### src/rtl/gbmi_pkg.sv
// Shared constants, types and functions of the grid balanced match interleaver
package gbmi_pkg;

  localparam int unsigned MAX_MATCHES  = 4096;
  localparam int unsigned GRID_SIDE    = 3;
  localparam int unsigned NUM_CELLS    = 2 * GRID_SIDE * GRID_SIDE;
  localparam int unsigned ADDR_W       = $clog2(MAX_MATCHES);
  localparam int unsigned CNT_W        = $clog2(MAX_MATCHES + 1);
  localparam int unsigned CELL_W       = $clog2(NUM_CELLS);
  localparam int unsigned CFG_W        = 15;
  localparam int unsigned CFG_IDX_W    = 3;
  localparam int unsigned COORD_W      = 14;
  localparam int unsigned IDX_W        = 16;
  localparam int unsigned SIDE_W       = 15;
  localparam int unsigned SUM_W        = CFG_W + 1;
  localparam int unsigned THR_W        = SIDE_W + 3;
  localparam int unsigned RECIP_SHIFT  = 17;
  localparam int unsigned RECIP        = (2 ** RECIP_SHIFT + GRID_SIDE - 1) / GRID_SIDE;
  localparam int unsigned RECIP_W      = RECIP_SHIFT + 1;
  localparam int unsigned PROD_W       = SUM_W + RECIP_W;
  localparam int unsigned RESET_WIDTH  = 1920;
  localparam int unsigned RESET_HEIGHT = 1080;
  localparam int unsigned SIDE_RST_W   = (RESET_WIDTH + GRID_SIDE - 1) / GRID_SIDE;
  localparam int unsigned SIDE_RST_H   = (RESET_HEIGHT + GRID_SIDE - 1) / GRID_SIDE;

  typedef enum logic [CFG_IDX_W-1:0] {
    CFG_LEFT_WIDTH   = 3'd0,
    CFG_LEFT_HEIGHT  = 3'd1,
    CFG_RIGHT_WIDTH  = 3'd2,
    CFG_RIGHT_HEIGHT = 3'd3
  } cfg_reg_e;

  typedef logic [SIDE_W-1:0] side_t;

  typedef struct packed {
    logic [CELL_W-1:0] left_cell;
    logic [CELL_W-1:0] right_cell;
  } cell_pair_t;

  function automatic side_t cell_side(logic [CFG_W-1:0] size);
    logic [SUM_W-1:0]  sum;
    logic [PROD_W-1:0] prod;
    side_t             s;
    sum  = SUM_W'(size) + SUM_W'(GRID_SIDE - 1);
    prod = PROD_W'(sum) * PROD_W'(RECIP);
    s    = prod[RECIP_SHIFT +: SIDE_W];
    if (s == '0) begin
      s = SIDE_W'(1);
    end
    return s;
  endfunction

  function automatic logic [CELL_W-1:0] axis_cell(logic [COORD_W-1:0] coord, side_t side);
    logic [THR_W-1:0]  thr;
    logic [CELL_W-1:0] c;
    thr = '0;
    c   = '0;
    for (int k = 1; k < GRID_SIDE; k++) begin
      thr = thr + THR_W'(side);
      if (THR_W'(coord) >= thr) begin
        c = CELL_W'(k);
      end
    end
    return c;
  endfunction

endpackage

### src/rtl/gbmi_cell_map.sv
// Maps the coordinates of a match to its left and right grid cells
module gbmi_cell_map (
  input  logic [gbmi_pkg::COORD_W-1:0] left_x_i,
  input  logic [gbmi_pkg::COORD_W-1:0] left_y_i,
  input  logic [gbmi_pkg::COORD_W-1:0] right_x_i,
  input  logic [gbmi_pkg::COORD_W-1:0] right_y_i,
  input  gbmi_pkg::side_t              left_side_w_i,
  input  gbmi_pkg::side_t              left_side_h_i,
  input  gbmi_pkg::side_t              right_side_w_i,
  input  gbmi_pkg::side_t              right_side_h_i,
  output gbmi_pkg::cell_pair_t         cells_o
);

  logic [gbmi_pkg::CELL_W-1:0] lcol, lrow, rcol, rrow;

  always_comb begin
    lcol = gbmi_pkg::axis_cell(left_x_i, left_side_w_i);
    lrow = gbmi_pkg::axis_cell(left_y_i, left_side_h_i);
    rcol = gbmi_pkg::axis_cell(right_x_i, right_side_w_i);
    rrow = gbmi_pkg::axis_cell(right_y_i, right_side_h_i);
    cells_o.left_cell  = lcol + lrow * gbmi_pkg::CELL_W'(gbmi_pkg::GRID_SIDE);
    cells_o.right_cell = gbmi_pkg::CELL_W'(gbmi_pkg::GRID_SIDE * gbmi_pkg::GRID_SIDE)
                         + rcol + rrow * gbmi_pkg::CELL_W'(gbmi_pkg::GRID_SIDE);
  end

endmodule

### config.mk
export PLATFORM = sky130hd
export DESIGN_NAME = gbmi_cell_map
export DESIGN_NICKNAME = d
export VERILOG_FILES = /design/src/rtl/gbmi_pkg.sv /design/src/rtl/gbmi_cell_map.sv
export SDC_FILE = /design/constraint.sdc
export NUM_CORES = 1
export LEC_CHECK = 0
export ABC_CLOCK_PERIOD_IN_PS = 2850
export BUFFER_PORTS_ARGS = -buffer_cell sky130_fd_sc_hd__buf_2
export CORE_ASPECT_RATIO = 1.1
export CORE_MARGIN = 1.5
export CORE_UTILIZATION = 40
export DETAILED_ROUTE_END_ITERATION = 10
export PLACE_DENSITY = 0.78
export SLEW_MARGIN = 30
export SYNTH_ARGS = -nofsm -noshare
export SYNTH_HDL_FRONTEND = slang
export SYNTH_SLANG_ARGS = --single-unit
### constraint.sdc
create_clock -name vclk -period 2.85
set_clock_uncertainty 0.15 [all_clocks]
set_input_delay 0.1425 -clock vclk [all_inputs]
set_output_delay 0.1425 -clock vclk [all_outputs]
set_load 0.02 [all_outputs]
==> flow_metrics.py, run 1 <==
metrics = {
    "floorplan": {
        "start_util_pct": 41.9,
        "die_x_microns": 82.9,
        "rows": 31,
        "io_pins": 126,
        "core_area_sq_um": 6710,
        "die_h_microns": 90.9,
        "fp.dieArea_sq_um": 7540,
    },
    "route": {
        "drt_wl_total_microns": 7970,
        "dr.pass1.iters": 4,
        "wl_per_cell_microns": 13.2,
        "vias": 3145,
        "avgViaCountPerCell": 5.22,
        "post-route-drc-count": 0,
        "drtAntennaViolNets": 0,
        "drtIter0Drc": 64,
    },
    "critical_path": {
        "path_class": "primary input to primary output",
        "endpoint_kind": "primary output",
        "arrival_ps": 2710,
        "cp_max_fo": 2,
        "cp_data_required_time_ps": 2560,
        "critical_path.startpoint_type": "primary input",
    },
    "yosys": {
        "syn_inst": 365,
        "seq_area_frac_synth_pct": 0,
        "synth_cell_types": 41,
        "avgSynthCellArea_sq_um": 7.70,
        "synth_nets": 599,
        "synth.cell_area_sq_um": 2810,
        "yosys_warnings": 0,
    },
    "finish": {
        "final_design_area_no_fill_sq_um": 4310,
        "drive_above_1_share_pct": 45.1,
        "layout_common_cells": "111 x buf_2, 91 x ha_1, 50 x inv_1",
        "nets": 757,
        "syn_to_final_growth_pct": 53.4,
        "nClkBuffers": 0,
        "final-seq-area_sq_um": 0,
        "fillers": 577,
        "seq_cells": 0,
        "multiInputGateArea_sq_um": 2990,
        "final_core_util_pct": 64.3,
        "antennaDiodeCount": 0,
        "layout_commonest_cell": "buf_2",
    },
    "global_routing": {
        "antenna_found_initial": 0,
        "grt_max_degree": 5,
        "grt_pass1_wl_microns": 13300,
        "grt-ovfl-total": 0,
        "grtUsageTotal_pct": 20.0,
        "grt_pass1_vias": 3264,
    },
    "flow_run": {
        "drv_cap": 0,
    },
    "timing": {
        "fin_setup_tns_ps": -157,
        "finalCritPeriodShare_pct": 105,
        "drv_slew": 0,
        "layout_setup_ws_ps": -157,
        "rsz0062_at_grt": "yes",
        "clock.fmax_mhz": 333,
        "period_minus_slack_ps": 3010,
        "hold_violations": 0,
        "setup_viol": 1,
    },
    "status": {
        "violations": "negative setup slack",
        "outcome": "finished, violations left",
    },
    "worst_hold_path": {
        "min-delay-path-class": "primary input to primary output",
    },
    "place": {
        "globalplace.congestion": 0.811,
        "portBuffers": 125,
        "place_area_sq_um": 3690,
        "hpwl_microns": 6500,
    },
    "power": {
        "cellLeakagePower_nw": 2.35,
        "max-vdd-ir-drop_mv": 0.0871,
        "power_density_nw_per_um2": 158,
    },
    "clock_network": {
        "cts_hold_buf": 0,
    },
}
[metrics by stage]
stage                     power, mW  instances  hold WS [ps]  setup slack, ps
after CTS                     0.596        595           877             -104
after global routing          0.775        603           928             -236
after global placement        0.512        591           815             -280
final                         0.683        603           872             -157
after floorplan               0.326        365           546             5.90
after detailed placement      0.539        591           826             -320
[layer usage]
metal  share of wire (%)  routed length, microns  up-vias  track usage (%)
li1                    -                       -     1624                -
met1                  40                    3190     1409             23.8
met2                  53                    4220       98             39.0
met3                 5.2                     417       14             2.00
met4                 1.7                     138        0             3.06
met5                   0                       0        -                0
[synthesized netlist by cell type, types with 2 or more instances]
cell type / n / area [sq um]
nand4b_1: 3 / 26.3
o21a_1: 2 / 15.0
a31oi_1: 2 / 12.5
nor2b_1: 3 / 18.8
o22ai_1: 2 / 12.5
nor3_1: 5 / 25.0
o21ai_0: 7 / 35.0
ha_1: 115 / 1440
fa_1: 3 / 60.1
clkbuf_1: 2 / 7.51
inv_1: 65 / 244
o31ai_1: 2 / 15.0
nand2b_1: 9 / 56.3
a211oi_1: 7 / 52.6
nand3_1: 8 / 40.0
a21o_1: 8 / 60.1
nand2_1: 31 / 116
nor4_2: 3 / 37.5
o211ai_2: 3 / 37.5
nor2_1: 12 / 45.0
a21oi_1: 44 / 220
nand4_1: 6 / 37.5
o21ai_1: 5 / 25.0
[power by group]
group,leakage [nW],switching [mW],internal [mW],total (mW)
logic,2.35,0.345,0.338,0.683
clock network,0,0,0,0
registers,0,0,0,0
[logic make-up after synthesis]
kind of cell	Yosys count	synth area share, %
adders and majority gates	118	53.3
AOI/OAI and AO/OA	91	20.2
and+or+nand+nor	87	17.1
buffers and inverters	68	9.21
other	1	0.133
[final timing paths]
path,from,endpoint,slack [ps],depth (start not counted)
setup / recovery,right_y_i[3],cells_o[2],-160,13
hold / removal,right_side_w_i[14],cells_o[0],870,5
[final cells by class]
class                      instances  share of cell area, %
inverter                          65                   5.95
multi-input combinational        297                   69.4
tap                               82                   2.38
timing repair buffer             159                   22.3
[critical path: stages]
cell and delay [ps]:
buf_2 120, ha_1 220, a41o_1 290, a21oi_2 170
o21ai_2 80, a311oi_2 370, nand2b_4 90, ha_4 230
fa_2 350, inv_2 60, fa_1 410, inv_2 70
buf_6 110
[repair_timing]
| action | CTS | global route |
|---|---|---|
| setup buffers | 4 | 8 |
| pin swaps | 18 | 30 |
| endpoints found under the setup margin | 2 | 5 |
| resized for setup | 43 | 53 |
(Power assumes the default switching activity.)
==> run 2: changes to the inputs <==
- PLACE_DENSITY: 0.78 -> 0.72
- RECOVER_POWER: default -> 25
==> run 2 against run 1 <==
  * The run still ends with negative setup slack left
  * Die area is the same
  * Combinational power shrank 3.5%
  * Setup slack gained 50 ps
  * Flip-flop and latch count is the same
  * Worst hold slack gained 11 ps
  * Count of clock-buffer cells in the layout is the same
  * Total power shrank 3.5%
  * Utilization shrank 1.8 points
  * Critical path depth grew 2
  * Via count is the same
  * Global-route usage shrank 1.4 points
  * Cell area shrank 2.8%
  * Critical path type unchanged
==> flow_metrics.py, run 2 (synthesis results as in run 1) <==
metrics = {
    "status": {
        "outcome": "finished, violations left",
        "violations": "negative setup slack",
    },
    "critical_path": {
        "crit_buf_inv": 6,
        "max_stage_delay_ps": 410,
        "critPathTopFamily": "adder cells",
        "critical_path.startpoint_type": "primary input",
        "cp_data_required_time_ps": 2560,
        "arrival_ps": 2660,
        "endpoint_kind": "primary output",
        "slowest_stage": "fa_1",
        "path_class": "primary input to primary output",
        "crit_path_cell_trace": "buf_2 -> inv_4 -> ha_4 -> a41o_1 -> a21oi_2 -> o21ai_2 -> a311oi_2 -> buf_4 -> nand2b_4 -> ha_4 -> fa_2 -> inv_2 -> fa_1 -> inv_2 -> buf_6",
        "cp_max_fo": 3,
    },
    "timing": {
        "layout_setup_ws_ps": -107,
        "clock.fmax_mhz": 338,
        "rsz0062_at_grt": "yes",
        "setup_viol": 1,
        "period_minus_slack_ps": 2960,
        "drv_slew": 0,
        "fin_setup_tns_ps": -107,
        "hold_violations": 0,
        "finalCritPeriodShare_pct": 104,
        "whs_ps": 883,
    },
    "finish": {
        "final-seq-area_sq_um": 0,
        "seq_cells": 0,
        "nets": 757,
        "nClkBuffers": 0,
        "drive_above_1_share_pct": 43.2,
        "fillers": 564,
        "layout_common_cells": "118 x buf_2, 96 x ha_1, 54 x inv_1",
        "finalNonFillerCells": 603,
        "syn_to_final_growth_pct": 49.2,
        "layout_commonest_cell": "buf_2",
        "final_design_area_no_fill_sq_um": 4190,
        "final_core_util_pct": 62.5,
        "antennaDiodeCount": 0,
    },
    "route": {
        "drtIter0Drc": 35,
        "drt_wl_total_microns": 7780,
        "wl_per_cell_microns": 12.9,
        "drtAntennaViolNets": 0,
        "vias": 3145,
        "post-route-drc-count": 0,
        "avgViaCountPerCell": 5.22,
        "dr.pass1.iters": 4,
    },
    "power": {
        "cellLeakagePower_nw": 2.34,
        "max-vdd-ir-drop_mv": 0.0936,
        "total_power_uw": 659,
        "power_density_nw_per_um2": 157,
    },
    "floorplan": {
        "die_x_microns": 82.9,
        "rows": 31,
        "start_util_pct": 41.9,
        "fp.dieArea_sq_um": 7540,
        "core_area_sq_um": 6710,
        "die_h_microns": 90.9,
        "io_pins": 126,
    },
    "place": {
        "place_area_sq_um": 3700,
        "place_inst": 593,
        "post-place-ws_ps": -370,
        "hpwl_microns": 6530,
        "globalplace.congestion": 0.822,
        "portBuffers": 125,
    },
    "global_routing": {
        "grt_max_degree": 5,
        "grt-ovfl-total": 0,
        "grtUsageTotal_pct": 18.6,
        "antenna_found_initial": 0,
        "grt_pass1_vias": 3116,
        "grt_pass1_wl_microns": 12400,
    },
    "flow_run": {
        "drv_cap": 0,
    },
    "worst_hold_path": {
        "min-delay-path-class": "primary input to primary output",
    },
}
## run 2: power breakdown
group / switching [mW] / internal [mW] / total, mW
Combinational: 0.335 / 0.324 / 0.659
Clock: 0 / 0 / 0
Sequential: 0 / 0 / 0
Total: 0.335 / 0.324 / 0.659
## run 2: path summary, 6_finish.rpt
kind,startpoint,to,slack (ps),cells past startpoint
min,right_side_w_i[14],cells_o[0],880,5
max,right_side_h_i[5],cells_o[2],-110,15
## run 2: timing repair
item | CTS | global route
setup buffers | 4 | 6
resized for setup | 24 | 47
pin swaps | 10 | 27
hold buffers | 0 | 0
setup endpoints to repair | 4 | 5
## run 2: per-layer routing
layer	part of all wire [%]	GRT usage [%]	up-vias
met2	54	36.7	83
met3	5.2	2.36	10
met1	39	21.3	1431
met4	1.5	3.06	0
li1	-	-	1621
met5	0	0	-
## run 2: cell type report
| class | instances | area (sq um) | share of cell area, % |
|---|---|---|---|
| Tap cell | 82 | 103 | 2.45 |
| Timing Repair Buffer | 159 | 917 | 21.9 |
| Multi-Input combinational cell | 297 | 2930 | 69.8 |
| Inverter | 65 | 246 | 5.88 |
